$ cat config.mk
export PLATFORM = sky130hd
export DESIGN_NAME = double_ended_queue
export DESIGN_NICKNAME = d
export VERILOG_FILES = /design/src/rtl/core/dq_pkg.sv /design/src/rtl/core/double_ended_queue.sv /design/src/rtl/core/dq_ctrl.sv /design/src/rtl/core/dq_datapath.sv
export SDC_FILE = /design/constraint.sdc
export NUM_CORES = 2
export LEC_CHECK = 0
export ABC_AREA = 1
export BUFFER_PORTS_ARGS = -buffer_cell sky130_fd_sc_hd__buf_2
export CAP_MARGIN = 20
export CORE_MARGIN = 1
export CORE_UTILIZATION = 45
export DETAILED_ROUTE_END_ITERATION = 10
export GPL_ROUTABILITY_DRIVEN = 0
export PLACE_DENSITY_LB_ADDON = 0.25
export RECOVER_POWER = 25
export SYNTH_ARGS = -nofsm -noshare
export SYNTH_HDL_FRONTEND = slang
export SYNTH_SLANG_ARGS = --single-unit
$ cat constraint.sdc
create_clock -name clk -period 5.25 [get_ports clk]
set_input_delay 0.525 -clock clk [delete_from_list [all_inputs] [get_ports clk]]
set_output_delay 0.525 -clock clk [all_outputs]
set_load 0.02 [all_outputs]
$ cat src/rtl/core/dq_pkg.sv
`default_nettype none

package dq_pkg;

    // Request kinds carried on the input tuser.
    typedef enum logic [1:0] {
        OP_PUSH_FRONT = 2'd0,
        OP_PUSH_BACK  = 2'd1,
        OP_POP_FRONT  = 2'd2,
        OP_POP_BACK   = 2'd3
    } dq_op_t;

    // Result status carried on the output tuser.
    typedef enum logic [1:0] {
        ST_OK    = 2'd0,
        ST_FULL  = 2'd1,
        ST_EMPTY = 2'd2
    } dq_status_t;

    // Controller states.
    typedef enum logic [0:0] {
        S_IDLE   = 1'b0,
        S_RESULT = 1'b1
    } dq_state_t;

    // Commands from the controller to the datapath.
    typedef struct packed {
        logic exec;   // Apply the accepted request to the store and indices.
        logic load;   // Move the finished result into the output register.
    } dq_cmd_t;

    // Status from the datapath to the controller.
    typedef struct packed {
        logic out_stall;  // Output register holds a beat that is not taken this cycle.
    } dq_stat_t;

endpackage

`default_nettype wire

$ cat src/rtl/core/double_ended_queue.sv
// Flow: an accepted request updates the indices, the count and the registered entry memory read,
// then its result is loaded into the output register; the controller takes no new request
// until that load is done, and a stalled output register holds the load back.
// While a result beat waits untaken, one more request is still accepted; the one after it
// waits until the output register frees.
// Reset (rst_n, asynchronous, active low) empties the queue; the entry memory is not cleared.
`default_nettype none

module double_ended_queue #(
    parameter int DEPTH     = 64,
    parameter int WORD_BITS = 32
) (
    input  wire logic        clk,
    input  wire logic        rst_n,
    input  wire logic        s_axis_tvalid,
    output logic             s_axis_tready,
    input  wire logic [31:0] s_axis_tdata,   // [31:0] push_word
    input  wire logic [1:0]  s_axis_tuser,   // [1:0] op
    output logic             m_axis_tvalid,
    input  wire logic        m_axis_tready,
    output logic [39:0]      m_axis_tdata,   // [31:0] pop_word, [38:32] fill_count, [39] zero
    output logic [1:0]       m_axis_tuser    // [1:0] status
);

    dq_pkg::dq_cmd_t    cmd;
    dq_pkg::dq_stat_t   stat;
    dq_pkg::dq_status_t status;
    logic [31:0]        pop_word;
    logic [6:0]         fill_count;

    // Request sequencing.
    dq_ctrl u_ctrl (
        .clk      (clk),
        .rst_n    (rst_n),
        .in_valid (s_axis_tvalid),
        .in_ready (s_axis_tready),
        .stat     (stat),
        .cmd      (cmd)
    );

    // Store, indices and output register.
    dq_datapath #(
        .DEPTH     (DEPTH),
        .WORD_BITS (WORD_BITS)
    ) u_datapath (
        .clk        (clk),
        .rst_n      (rst_n),
        .cmd        (cmd),
        .stat       (stat),
        .op         (dq_pkg::dq_op_t'(s_axis_tuser)),
        .push_word  (s_axis_tdata),
        .out_ready  (m_axis_tready),
        .out_valid  (m_axis_tvalid),
        .pop_word   (pop_word),
        .status     (status),
        .fill_count (fill_count)
    );

    // Pack the result beat.
    assign m_axis_tdata = {1'b0, fill_count, pop_word};
    assign m_axis_tuser = status;

endmodule

`default_nettype wire

$ cat src/rtl/core/dq_ctrl.sv
`default_nettype none

module dq_ctrl (
    input  wire logic             clk,
    input  wire logic             rst_n,
    input  wire logic             in_valid,
    output logic                  in_ready,
    input  wire dq_pkg::dq_stat_t stat,
    output dq_pkg::dq_cmd_t       cmd
);

    dq_pkg::dq_state_t state_reg;
    dq_pkg::dq_state_t state_next;

    // State register.
    always_ff @(posedge clk or negedge rst_n)
    begin
        if (!rst_n)
        begin
            state_reg <= dq_pkg::S_IDLE;
        end
        else
        begin
            state_reg <= state_next;
        end
    end

    // Next state: take one request, then wait until its result can be loaded.
    always_comb
    begin
        state_next = state_reg;
        case (state_reg)
            dq_pkg::S_IDLE:
            begin
                if (in_valid)
                begin
                    state_next = dq_pkg::S_RESULT;
                end
            end
            dq_pkg::S_RESULT:
            begin
                if (!stat.out_stall)
                begin
                    state_next = dq_pkg::S_IDLE;
                end
            end
            default:
            begin
                state_next = dq_pkg::S_IDLE;
            end
        endcase
    end

    // Outputs: ready only while idle, load once the output register is free.
    always_comb
    begin
        in_ready = 1'b0;
        cmd      = '0;
        case (state_reg)
            dq_pkg::S_IDLE:
            begin
                in_ready = 1'b1;
                cmd.exec = in_valid;
            end
            dq_pkg::S_RESULT:
            begin
                cmd.load = !stat.out_stall;
            end
            default:
            begin
                in_ready = 1'b0;
            end
        endcase
    end

endmodule

`default_nettype wire

$ cat src/rtl/core/dq_datapath.sv
`default_nettype none

module dq_datapath #(
    parameter int DEPTH     = 64,
    parameter int WORD_BITS = 32
) (
    input  wire logic            clk,
    input  wire logic            rst_n,
    input  wire dq_pkg::dq_cmd_t cmd,
    output dq_pkg::dq_stat_t     stat,
    input  wire dq_pkg::dq_op_t  op,
    input  wire logic [31:0]     push_word,
    input  wire logic            out_ready,
    output logic                 out_valid,
    output logic [31:0]          pop_word,
    output dq_pkg::dq_status_t   status,
    output logic [6:0]           fill_count
);

    localparam int IDX_W = $clog2(DEPTH);
    localparam int CNT_W = $clog2(DEPTH + 1);
    localparam logic [IDX_W-1:0] IDX_LAST = IDX_W'(DEPTH - 1);
    localparam logic [CNT_W-1:0] CNT_FULL = CNT_W'(DEPTH);

    // Index and count registers.
    logic [IDX_W-1:0] front_reg, front_next;
    logic [IDX_W-1:0] back_reg, back_next;
    logic [CNT_W-1:0] count_reg, count_next;

    // Entry memory with registered read.
    logic [WORD_BITS-1:0] entry_mem [DEPTH];
    logic [WORD_BITS-1:0] rd_word_reg;

    // Result of the request in flight.
    dq_pkg::dq_status_t res_status_reg, res_status_next;
    logic               res_pop_ok_reg, res_pop_ok_next;
    logic [CNT_W-1:0]   res_count_reg;

    // Output register.
    logic                out_valid_reg, out_valid_next;
    logic [31:0]         pop_word_reg, pop_word_next;
    dq_pkg::dq_status_t  status_reg;
    logic [6:0]          fill_reg, fill_next;

    logic                 full;
    logic                 empty;
    logic [IDX_W-1:0]     front_inc, front_dec, back_inc, back_dec;
    logic                 wr_en, rd_en;
    logic [IDX_W-1:0]     wr_addr, rd_addr;
    logic [63:0]          push_ext;
    logic [WORD_BITS-1:0] wr_word;
    logic [63:0]          rd_ext;
    logic [31:0]          cnt_ext;

    // Wrapping neighbors of both indices.
    always_comb
    begin
        front_inc = (front_reg == IDX_LAST) ? '0 : front_reg + IDX_W'(1);
        front_dec = (front_reg == '0) ? IDX_LAST : front_reg - IDX_W'(1);
        back_inc  = (back_reg == IDX_LAST) ? '0 : back_reg + IDX_W'(1);
        back_dec  = (back_reg == '0) ? IDX_LAST : back_reg - IDX_W'(1);
        full      = (count_reg == CNT_FULL);
        empty     = (count_reg == '0);
        push_ext  = {32'd0, push_word};
        wr_word   = push_ext[WORD_BITS-1:0];
    end

    // Request decode: one index, the count and one memory port per request.
    always_comb
    begin
        front_next      = front_reg;
        back_next       = back_reg;
        count_next      = count_reg;
        wr_en           = 1'b0;
        rd_en           = 1'b0;
        wr_addr         = front_reg;
        rd_addr         = back_reg;
        res_status_next = dq_pkg::ST_OK;
        res_pop_ok_next = 1'b0;
        case (op)
            dq_pkg::OP_PUSH_FRONT:
            begin
                wr_addr = front_reg;
                if (full)
                begin
                    res_status_next = dq_pkg::ST_FULL;
                end
                else
                begin
                    wr_en      = cmd.exec;
                    front_next = front_inc;
                    count_next = count_reg + CNT_W'(1);
                end
            end
            dq_pkg::OP_PUSH_BACK:
            begin
                wr_addr = back_dec;
                if (full)
                begin
                    res_status_next = dq_pkg::ST_FULL;
                end
                else
                begin
                    wr_en      = cmd.exec;
                    back_next  = back_dec;
                    count_next = count_reg + CNT_W'(1);
                end
            end
            dq_pkg::OP_POP_FRONT:
            begin
                rd_addr = front_dec;
                if (empty)
                begin
                    res_status_next = dq_pkg::ST_EMPTY;
                end
                else
                begin
                    rd_en           = cmd.exec;
                    res_pop_ok_next = 1'b1;
                    front_next      = front_dec;
                    count_next      = count_reg - CNT_W'(1);
                end
            end
            default:
            begin
                rd_addr = back_reg;
                if (empty)
                begin
                    res_status_next = dq_pkg::ST_EMPTY;
                end
                else
                begin
                    rd_en           = cmd.exec;
                    res_pop_ok_next = 1'b1;
                    back_next       = back_inc;
                    count_next      = count_reg - CNT_W'(1);
                end
            end
        endcase
    end

    // Index and count registers update on each executed request.
    always_ff @(posedge clk or negedge rst_n)
    begin
        if (!rst_n)
        begin
            front_reg <= '0;
            back_reg  <= '0;
            count_reg <= '0;
        end
        else if (cmd.exec)
        begin
            front_reg <= front_next;
            back_reg  <= back_next;
            count_reg <= count_next;
        end
    end

    // Entry memory: one write or one registered read per request.
    always_ff @(posedge clk)
    begin
        if (wr_en)
        begin
            entry_mem[wr_addr] <= wr_word;
        end
        if (rd_en)
        begin
            rd_word_reg <= entry_mem[rd_addr];
        end
    end

    // Capture the status and count of the request in flight.
    always_ff @(posedge clk)
    begin
        if (cmd.exec)
        begin
            res_status_reg <= res_status_next;
            res_pop_ok_reg <= res_pop_ok_next;
            res_count_reg  <= count_next;
        end
    end

    // Format the result beat.
    always_comb
    begin
        rd_ext        = 64'(rd_word_reg);
        cnt_ext       = 32'(res_count_reg);
        pop_word_next = res_pop_ok_reg ? rd_ext[31:0] : 32'd0;
        fill_next     = cnt_ext[6:0];
        if (cmd.load)
        begin
            out_valid_next = 1'b1;
        end
        else if (out_ready)
        begin
            out_valid_next = 1'b0;
        end
        else
        begin
            out_valid_next = out_valid_reg;
        end
    end

    // Output valid flag.
    always_ff @(posedge clk or negedge rst_n)
    begin
        if (!rst_n)
        begin
            out_valid_reg <= 1'b0;
        end
        else
        begin
            out_valid_reg <= out_valid_next;
        end
    end

    // Output payload register.
    always_ff @(posedge clk)
    begin
        if (cmd.load)
        begin
            pop_word_reg <= pop_word_next;
            status_reg   <= res_status_reg;
            fill_reg     <= fill_next;
        end
    end

    assign stat.out_stall = out_valid_reg && !out_ready;
    assign out_valid      = out_valid_reg;
    assign pop_word       = pop_word_reg;
    assign status         = status_reg;
    assign fill_count     = fill_reg;

endmodule

`default_nettype wire

Word level (Yosys, flattened, before mapping)
Memory sizes are Yosys's and may differ from the RTL's. A register that Yosys moved wholly into a read port is not among the register bits.
Index checks and enable logic that the tools add are counted.
W data, S select, Z words.
{"block": "word_totals", "ramBits": 2048, "word_cells": 75, "n_memories": 1, "output_inout_bits": 44, "inputBits": 38, "reg_bits": 72}
{"block": "op_classes", "bitwise": 2, "muxes": 33, "n_reduce_logical": 13, "addsub": 6, "n_eq_ne": 9}
{"memory": "u_datapath.entry_mem", "depth": 64, "width": 32, "rd": 1, "rd_clocked_by_memory_dff": 1, "wr": 1, "line": "dq_datapath.sv:31", "rtl": "logic [WORD_BITS-1:0] entry_mem [DEPTH];"}
{"cell": "$mux W6", "n": 10}
{"cell": "$pmux W6 S2", "n": 2}
{"cell": "$mux W7", "n": 3}
{"cell": "$mux W1", "n": 15}
{"cell": "$add A6 B1 Y6 const B", "n": 2}
{"cell": "$eq A6 B6 Y1 const B", "n": 2}
{"cell": "$logic_not A6 Y1", "n": 2}
{"cell": "$sub A6 B1 Y6 const B", "n": 2}
{"cell": "$ne A2 B2 Y1 const B", "n": 4}
{"cell": "$reduce_and A4 Y1", "n": 2}
{"cell": "$add A7 B1 Y7 const B", "n": 1}
{"cell": "$eq A7 B7 Y1 const B", "n": 1}
{"cell": "$logic_not A7 Y1", "n": 1}
{"cell": "$sub A7 B1 Y7 const B", "n": 1}
{"cell": "$mux W2", "n": 2}
{"cell": "$reduce_bool A2 Y1", "n": 2}
{"cell": "$reduce_or A2 Y1", "n": 2}
{"cell": "$eq A2 B1 Y1 const B", "n": 1}
{"cell": "$eq A2 B2 Y1 const B", "n": 1}
{"cell": "$logic_not A1 Y1", "n": 2}
{"cell": "$logic_not A2 Y1", "n": 1}
{"cell": "$not A1 Y1", "n": 2}
{"cell": "$pmux W1 S2", "n": 1}
{"cell": "$logic_and A1 B1 Y1", "n": 1}

Depth between registers and ports, before layout
{"block": "depth", "word_depth": 5, "ltp_mapped": 16, "ltp_nobuf": 13}

Hierarchy
A second synthesis with hierarchy kept.
{"block": "unflattened", "hier_cells": 8389, "area_unflattened_um2": 94141.5}
{"mod": "dq_datapath", "cells_each": 8380, "instances": 1, "area_each_um2": 94077.7, "seq_area_each_um2": 64491.9}
{"mod": "dq_ctrl", "cells_each": 7, "instances": 1, "area_each_um2": 52.6, "seq_area_each_um2": 25.0}
{"mod": "double_ended_queue", "cells_each": 2, "instances": 1, "area_each_um2": 11.3, "seq_area_each_um2": 0.0}

Worst setup path before layout
Ideal clock, no wire load.
{"block": "synth_timing", "path_kind": "register to register", "startpoint": "reg u_datapath.back_reg[0]", "endpoint": "mem u_datapath.entry_mem[52][0] (enable)", "setup_ps": 421, "arrival_time_ps": 3183, "path_slack_ps": 1646, "stages_incl_launch_ff": 12, "n_path_buf": 0, "period_less_slack_ps": 3604, "required_ps": 4829, "path_cell_list": "dfrtp_1 -> clkinv_1 -> ha_1 -> nand3_1 -> nor2_1 -> inv_1 -> nand2_1 -> o21ai_0 -> o21ai_0 -> inv_1 -> nand3_1 -> nor2_1"}
{"block": "synth_via", "elab_chain_len": 3, "elab_cells_between_ends": 4, "classes_between": "add/sub (1); mux (2); reduce/logical (1)"}
{"item": "from (decl)", "line": "dq_datapath.sv:27", "rtl": "logic [IDX_W-1:0] back_reg, back_next;"}
{"item": "from (signal assigned)", "line": "dq_datapath.sv:154", "rtl": "back_reg <= back_next;"}
{"item": "$sub A6 B1 Y6 / $logic_not A6 Y1 (equally long branches)", "line": "dq_datapath.sv:61", "rtl": "back_dec = (back_reg == '0) ? IDX_LAST : back_reg - IDX_W'(1);"}
{"item": "$mux W6 *", "line": "dq_datapath.sv:61"}
{"item": "$mux W6 *", "line": "dq_datapath.sv:80", "rtl": "case (op)"}
{"item": "to (decl)", "line": "dq_datapath.sv:31"}
Every way passes the cells marked *; elsewhere a longest branch is shown, timed or not.

Worst setup path in the final report
{"block": "layout_timing", "startpoint": "reg u_datapath.front_reg[0]", "endpoint": "reg u_datapath.rd_word_reg[7] (read register of u_datapath.entry_mem), data pin"}
{"block": "layout_via", "elab_chain_len": 3, "elab_cells_between_ends": 4, "classes_between": "add/sub (1); mux (2); reduce/logical (1)"}
{"item": "from (decl)", "line": "dq_datapath.sv:26", "rtl": "logic [IDX_W-1:0] front_reg, front_next;"}
{"item": "from (signal assigned)", "line": "dq_datapath.sv:153", "rtl": "front_reg <= front_next;"}
{"item": "$sub A6 B1 Y6 / $logic_not A6 Y1 (equally long branches)", "line": "dq_datapath.sv:59", "rtl": "front_dec = (front_reg == '0) ? IDX_LAST : front_reg - IDX_W'(1);"}
{"item": "$mux W6 *", "line": "dq_datapath.sv:59"}
{"item": "$mux W6 *", "line": "dq_datapath.sv:80"}
{"item": "to (decl)", "line": "dq_datapath.sv:32", "rtl": "logic [WORD_BITS-1:0] rd_word_reg;"}
Marked as above.
A chain may end at the register's enable or synchronous reset.

==> run_summary.xml <==
<?xml version="1.0" encoding="UTF-8"?>
<metrics>
  <group name="critical_path">
    <metric name="end_kind" unit="">flip-flop</metric>
    <metric name="path_cells" unit="">inv_1 &gt; ha_1 &gt; or2_2 &gt; nand3_1 &gt; nand2_1 &gt; o21ai_4 &gt; buf_12 &gt; buf_4 &gt; nand3_1 &gt; nand3_1 &gt; nand3_1 &gt; nand3_1 &gt; nand2_1</metric>
    <metric name="critical_path_class" unit="">flip-flop to flip-flop</metric>
    <metric name="reg2reg_from" unit="">u_datapath.front_reg[0]</metric>
    <metric name="critical_path_data_required_time" unit="ps">5830</metric>
    <metric name="critical_path.max_fanout" unit="">104</metric>
    <metric name="crit-reg2reg-capture" unit="">u_datapath.rd_word_reg[7]</metric>
    <metric name="r2r_setup_slack" unit="ps">1040</metric>
    <metric name="worst_path_largest_cell_delay" unit="ps">590</metric>
    <metric name="path_delay_family" unit="">simple AND/OR/NAND/NOR gates</metric>
    <metric name="cpMostUsedCell" unit="">sky130_fd_sc_hd__nand3_1</metric>
    <metric name="cp.arrival" unit="ps">4790</metric>
    <metric name="critical_path_top_delay_cell" unit="">sky130_fd_sc_hd__buf_12</metric>
    <metric name="start_kind" unit="">flip-flop</metric>
    <metric name="cp_num_buf_inv" unit="">3</metric>
    <metric name="worst_reg_to_reg_path_cell_count" unit="">13</metric>
  </group>
  <group name="routing">
    <metric name="detailroute.via_count" unit="">63100</metric>
    <metric name="detailedRoute.firstIterationViolations" unit="">7592</metric>
    <metric name="drtAntennaViolNets" unit="">0</metric>
    <metric name="finalWirelength" unit="mm">265</metric>
    <metric name="routedWlPerCell" unit="um">23.3</metric>
    <metric name="detail_route.drc_violations" unit="">0</metric>
    <metric name="drt_pass_1_iters" unit="">8</metric>
    <metric name="detail_route.vias_per_cell" unit="">5.56</metric>
  </group>
  <group name="sta">
    <metric name="final_critical_path_setup_slack" unit="ps">1040</metric>
    <metric name="final_critical_path_time_including_i_o_delays_and_setup" unit="ps">4210</metric>
    <metric name="timing_hold_violations_final" unit="">0</metric>
    <metric name="timing.slew.headroom" unit="">-1.41</metric>
    <metric name="setup_tns" unit="ps">0</metric>
    <metric name="skew" unit="ps">29.0</metric>
    <metric name="max_freq" unit="MHz">238</metric>
    <metric name="finalSetupViolations" unit="">0</metric>
    <metric name="finalHoldWorstSlack" unit="ps">128</metric>
    <metric name="rsz0062_at_grt" unit="">no</metric>
    <metric name="worstMarginPinSlew" unit="ps">3620</metric>
    <metric name="finalMaxSlewViolations" unit="">1498</metric>
    <metric name="final_min_period_over_clock_period" unit="">0.801</metric>
  </group>
  <group name="run">
    <metric name="drv.max_cap_violation_count" unit="">24</metric>
  </group>
  <group name="power_and_ir_drop">
    <metric name="pwr_density_cell" unit="nW/um2">502</metric>
    <metric name="power.share.combinational" unit="">0.342</metric>
    <metric name="fin_total_pwr" unit="mW">52.9</metric>
    <metric name="p_clk_frac" unit="">0.284</metric>
    <metric name="sequentialPowerShare" unit="">0.373</metric>
    <metric name="power_switching_share" unit="">0.379</metric>
    <metric name="p_switching" unit="mW">20.0</metric>
    <metric name="intPower" unit="mW">32.9</metric>
    <metric name="leakage" unit="nW">40.4</metric>
    <metric name="power.ir.vdd_worst" unit="mV">0.588</metric>
  </group>
  <group name="logic_synthesis">
    <metric name="cell_area_after_technology_mapping" unit="um2">94200</metric>
    <metric name="postSynthNetCount" unit="">8433</metric>
    <metric name="synth_area_leaders" unit="">sky130_fd_sc_hd__edfxtp_1 68%, sky130_fd_sc_hd__nand3_1 12%, sky130_fd_sc_hd__nand3b_1 6.0%</metric>
    <metric name="synth_largest_type_area_fraction" unit="">0.679</metric>
    <metric name="ys_seq_area_frac" unit="">0.685</metric>
    <metric name="yosysTopAreaCell" unit="">sky130_fd_sc_hd__edfxtp_1</metric>
    <metric name="avgSynthCellArea" unit="um2">11.2</metric>
    <metric name="synth.ff_latch_count" unit="">2152</metric>
    <metric name="ys.warnings.count" unit="">0</metric>
    <metric name="synthesized_netlist_cell_count" unit="">8387</metric>
    <metric name="synthDistinctLibCells" unit="">39</metric>
  </group>
  <group name="placed_design">
    <metric name="place_area" unit="um2">98600</metric>
    <metric name="io_port_bufs" unit="">80</metric>
    <metric name="pre_cts_ws" unit="ps">959</metric>
    <metric name="dp_hpwl" unit="mm">143</metric>
    <metric name="dpl.cell_count" unit="">10900</metric>
  </group>
  <group name="final_layout">
    <metric name="largest_register_ffs" unit="">2048</metric>
    <metric name="fill_cell_instance_count_of_the_final_layout" unit="">17900</metric>
    <metric name="layout.core_utilization" unit="">0.508</metric>
    <metric name="nets" unit="">8412</metric>
    <metric name="drive_gt1_frac" unit="">0.0766</metric>
    <metric name="finalNonFillerCells" unit="">11300</metric>
    <metric name="final_area" unit="um2">105000</metric>
    <metric name="area.growth.synth_to_final" unit="%">11.9</metric>
  </group>
  <group name="clock_network">
    <metric name="skew_pair_late_insertion_delay" unit="ps">860</metric>
    <metric name="htreeDepth" unit="">4</metric>
    <metric name="cts_resized" unit="">0</metric>
    <metric name="cts-hold-fix-buffers" unit="">2</metric>
    <metric name="cts_root_buf" unit="">sky130_fd_sc_hd__clkbuf_16</metric>
    <metric name="clockBufferDepth" unit="">3</metric>
    <metric name="cts_num_sinks" unit="">2152</metric>
    <metric name="tritoncts.num_buffers" unit="">223</metric>
    <metric name="clkTransAtPathRegs" unit="ps">60</metric>
    <metric name="post_cts_setup_buffers" unit="">0</metric>
    <metric name="cts_tree" unit="">done</metric>
  </group>
  <group name="floorplanning">
    <metric name="row_count" unit="">167</metric>
    <metric name="placeableCoreArea" unit="um2">207000</metric>
    <metric name="ios" unit="">82</metric>
    <metric name="die_area" unit="um2">211000</metric>
    <metric name="dieWidth" unit="um">460</metric>
    <metric name="fp.dieH" unit="um">460</metric>
    <metric name="initial_core_util" unit="">0.454</metric>
  </group>
  <group name="worst_hold_path">
    <metric name="worst_hold_path_type" unit="">input port to flip-flop</metric>
    <metric name="holdPathEnd" unit="">u_datapath.res_status_reg[0]</metric>
    <metric name="hold_path.startpoint" unit="">s_axis_tuser[1]</metric>
    <metric name="worst_hold_path.num_cells" unit="">2</metric>
  </group>
  <group name="global_route">
    <metric name="global_route_met3_utilization" unit="">0.0418</metric>
    <metric name="grtUsageTotal" unit="">0.248</metric>
    <metric name="top_usage_layer" unit="">met2</metric>
    <metric name="grt_util_met2" unit="">0.398</metric>
    <metric name="global_route.usage.met1" unit="">0.350</metric>
    <metric name="grt_pass1_vias" unit="">60700</metric>
    <metric name="grt_first_pass_wirelength" unit="mm">394</metric>
    <metric name="gr-total-overflow" unit="">0</metric>
    <metric name="grt_max_degree" unit="">190</metric>
    <metric name="number_of_antenna_violations_at_the_first_check_in_global_routing" unit="">15</metric>
  </group>
  <group name="outcome">
    <metric name="violations_in_the_final_reports" unit="">capacitance limit, slew limit</metric>
    <metric name="outcome" unit="">complete, but fails checks</metric>
  </group>
</metrics>
-- synth_stat cells --
cell / count
sky130_fd_sc_hd__a21oi_2: 1
sky130_fd_sc_hd__nor2_2: 1
sky130_fd_sc_hd__conb_1: 1
sky130_fd_sc_hd__nor3_1: 5
sky130_fd_sc_hd__nand2_1: 1307
sky130_fd_sc_hd__or2_2: 1
sky130_fd_sc_hd__nand3_4: 1
sky130_fd_sc_hd__clkbuf_1: 178
sky130_fd_sc_hd__edfxtp_1: 2131
sky130_fd_sc_hd__o21ai_1: 1
sky130_fd_sc_hd__buf_2: 316
sky130_fd_sc_hd__dfrtp_1: 21
sky130_fd_sc_hd__or2_0: 1
sky130_fd_sc_hd__clkbuf_2: 1
sky130_fd_sc_hd__ha_1: 8
sky130_fd_sc_hd__a21oi_1: 10
sky130_fd_sc_hd__inv_1: 1212
sky130_fd_sc_hd__nand3b_1: 754
sky130_fd_sc_hd__nand3_1: 2191
sky130_fd_sc_hd__o21ai_2: 1
sky130_fd_sc_hd__clkinv_1: 1
sky130_fd_sc_hd__buf_6: 1
sky130_fd_sc_hd__o2bb2ai_1: 1
sky130_fd_sc_hd__nor2_1: 100
sky130_fd_sc_hd__nand4_1: 1
sky130_fd_sc_hd__inv_2: 4
sky130_fd_sc_hd__nor3_2: 1
sky130_fd_sc_hd__nor2_4: 1
sky130_fd_sc_hd__xnor2_1: 1
sky130_fd_sc_hd__nand2_4: 2
sky130_fd_sc_hd__o211ai_1: 1
sky130_fd_sc_hd__buf_4: 10
sky130_fd_sc_hd__a31oi_1: 2
sky130_fd_sc_hd__o31ai_1: 2
sky130_fd_sc_hd__nor4_1: 1
sky130_fd_sc_hd__o22ai_1: 1
sky130_fd_sc_hd__o21ai_0: 46
sky130_fd_sc_hd__xor2_1: 11
sky130_fd_sc_hd__buf_1: 58
-- how the worst max path moves through the flow --
stage	endpoint	startpoint	cells past startpoint	slack, ps
finish	u_datapath.rd_word_reg[7]	u_datapath.front_reg[0]	13	1040
global route	u_datapath.rd_word_reg[15]	u_datapath.front_reg[0]	14	860
CTS	u_datapath.rd_word_reg[7]	u_datapath.front_reg[0]	13	1140
detailed placement	u_datapath.rd_word_reg[15]	s_axis_tuser[1]	15	960
global placement	u_datapath.rd_word_reg[15]	s_axis_tuser[1]	15	980
floorplan	u_datapath.entry_mem[52][0]	u_datapath.back_reg[0]	11	1650
-- kinds of logic after synthesis --
kind of cell / Yosys count / synth area share
AOI/OAI and AO/OA: 66 / 0.00374
xor gates and xnor gates: 12 / 0.00112
adders and majority gates: 8 / 0.00106
buffers and inverters: 1781 / 0.0756
DFF: 2152 / 0.685
other: 1 / 0.0000398
and+or+nand+nor: 4367 / 0.234
-- cells in the final DEF, fill, tap and decap left out, types with 2 or more instances in the layout --
cell type / Yosys / layout
sky130_fd_sc_hd__nand3b_1: 754 / 754
sky130_fd_sc_hd__a31oi_1: 2 / 2
sky130_fd_sc_hd__o31ai_1: 2 / 2
sky130_fd_sc_hd__buf_4: 10 / 151
sky130_fd_sc_hd__nor3_1: 5 / 5
sky130_fd_sc_hd__inv_16: 0 / 2
sky130_fd_sc_hd__clkbuf_1: 178 / 93
sky130_fd_sc_hd__a21oi_1: 10 / 9
sky130_fd_sc_hd__nor2_1: 100 / 35
sky130_fd_sc_hd__nand2_8: 0 / 2
sky130_fd_sc_hd__clkbuf_16: 0 / 226
sky130_fd_sc_hd__inv_2: 4 / 3
sky130_fd_sc_hd__inv_1: 1212 / 1209
sky130_fd_sc_hd__inv_8: 0 / 3
sky130_fd_sc_hd__diode_2: 0 / 5
sky130_fd_sc_hd__nand3_1: 2191 / 2191
sky130_fd_sc_hd__nand2_1: 1307 / 1307
sky130_fd_sc_hd__clkinv_2: 0 / 27
sky130_fd_sc_hd__o21ai_0: 46 / 44
sky130_fd_sc_hd__buf_2: 316 / 71
sky130_fd_sc_hd__dlygate4sd3_1: 0 / 2
sky130_fd_sc_hd__dfrtp_1: 21 / 21
sky130_fd_sc_hd__bufinv_16: 0 / 11
sky130_fd_sc_hd__a21oi_4: 0 / 2
sky130_fd_sc_hd__inv_6: 0 / 5
sky130_fd_sc_hd__clkinv_4: 0 / 2
sky130_fd_sc_hd__clkinv_1: 1 / 69
sky130_fd_sc_hd__clkinv_8: 0 / 5
sky130_fd_sc_hd__edfxtp_1: 2131 / 2131
sky130_fd_sc_hd__nor2_4: 1 / 66
sky130_fd_sc_hd__o21ai_4: 0 / 4
sky130_fd_sc_hd__ha_1: 8 / 8
sky130_fd_sc_hd__clkinvlp_4: 0 / 10
sky130_fd_sc_hd__xor2_1: 11 / 11
sky130_fd_sc_hd__buf_12: 0 / 60
-- power by group through the flow --
stage | Sequential, mW | Combinational [mW] | Clock [mW]
after floorplan | 20.0 | 11.2 | 0
after global placement | 20.1 | 17.7 | 0
after detailed placement | 20.1 | 17.9 | 0
after CTS | 19.7 | 17.9 | 15.2
after global routing | 19.8 | 19.6 | 15.8
final | 19.8 | 18.1 | 15.1
-- layout make-up --
| cell class | instances | area (um2) | share of cell area |
|---|---|---|---|
| flip-flops and latches | 2152 | 64500 | 0.612 |
| well taps | 2788 | 3490 | 0.0331 |
| repair buffers | 318 | 2840 | 0.0269 |
| diodes | 5 | 12.5 | 0.000119 |
| multi-input cells | 4454 | 23200 | 0.220 |
| inverters | 1217 | 4590 | 0.0435 |
| clock inverters | 129 | 976 | 0.00925 |
| clock buffers | 286 | 5880 | 0.0558 |
-- layer usage --
metal	wire length (um)	vias up
met4	6030	0
li1	-	28800
met1	113000	31100
met2	124000	2767
met5	0	-
met3	22200	422
(Power assumes the default switching activity.)
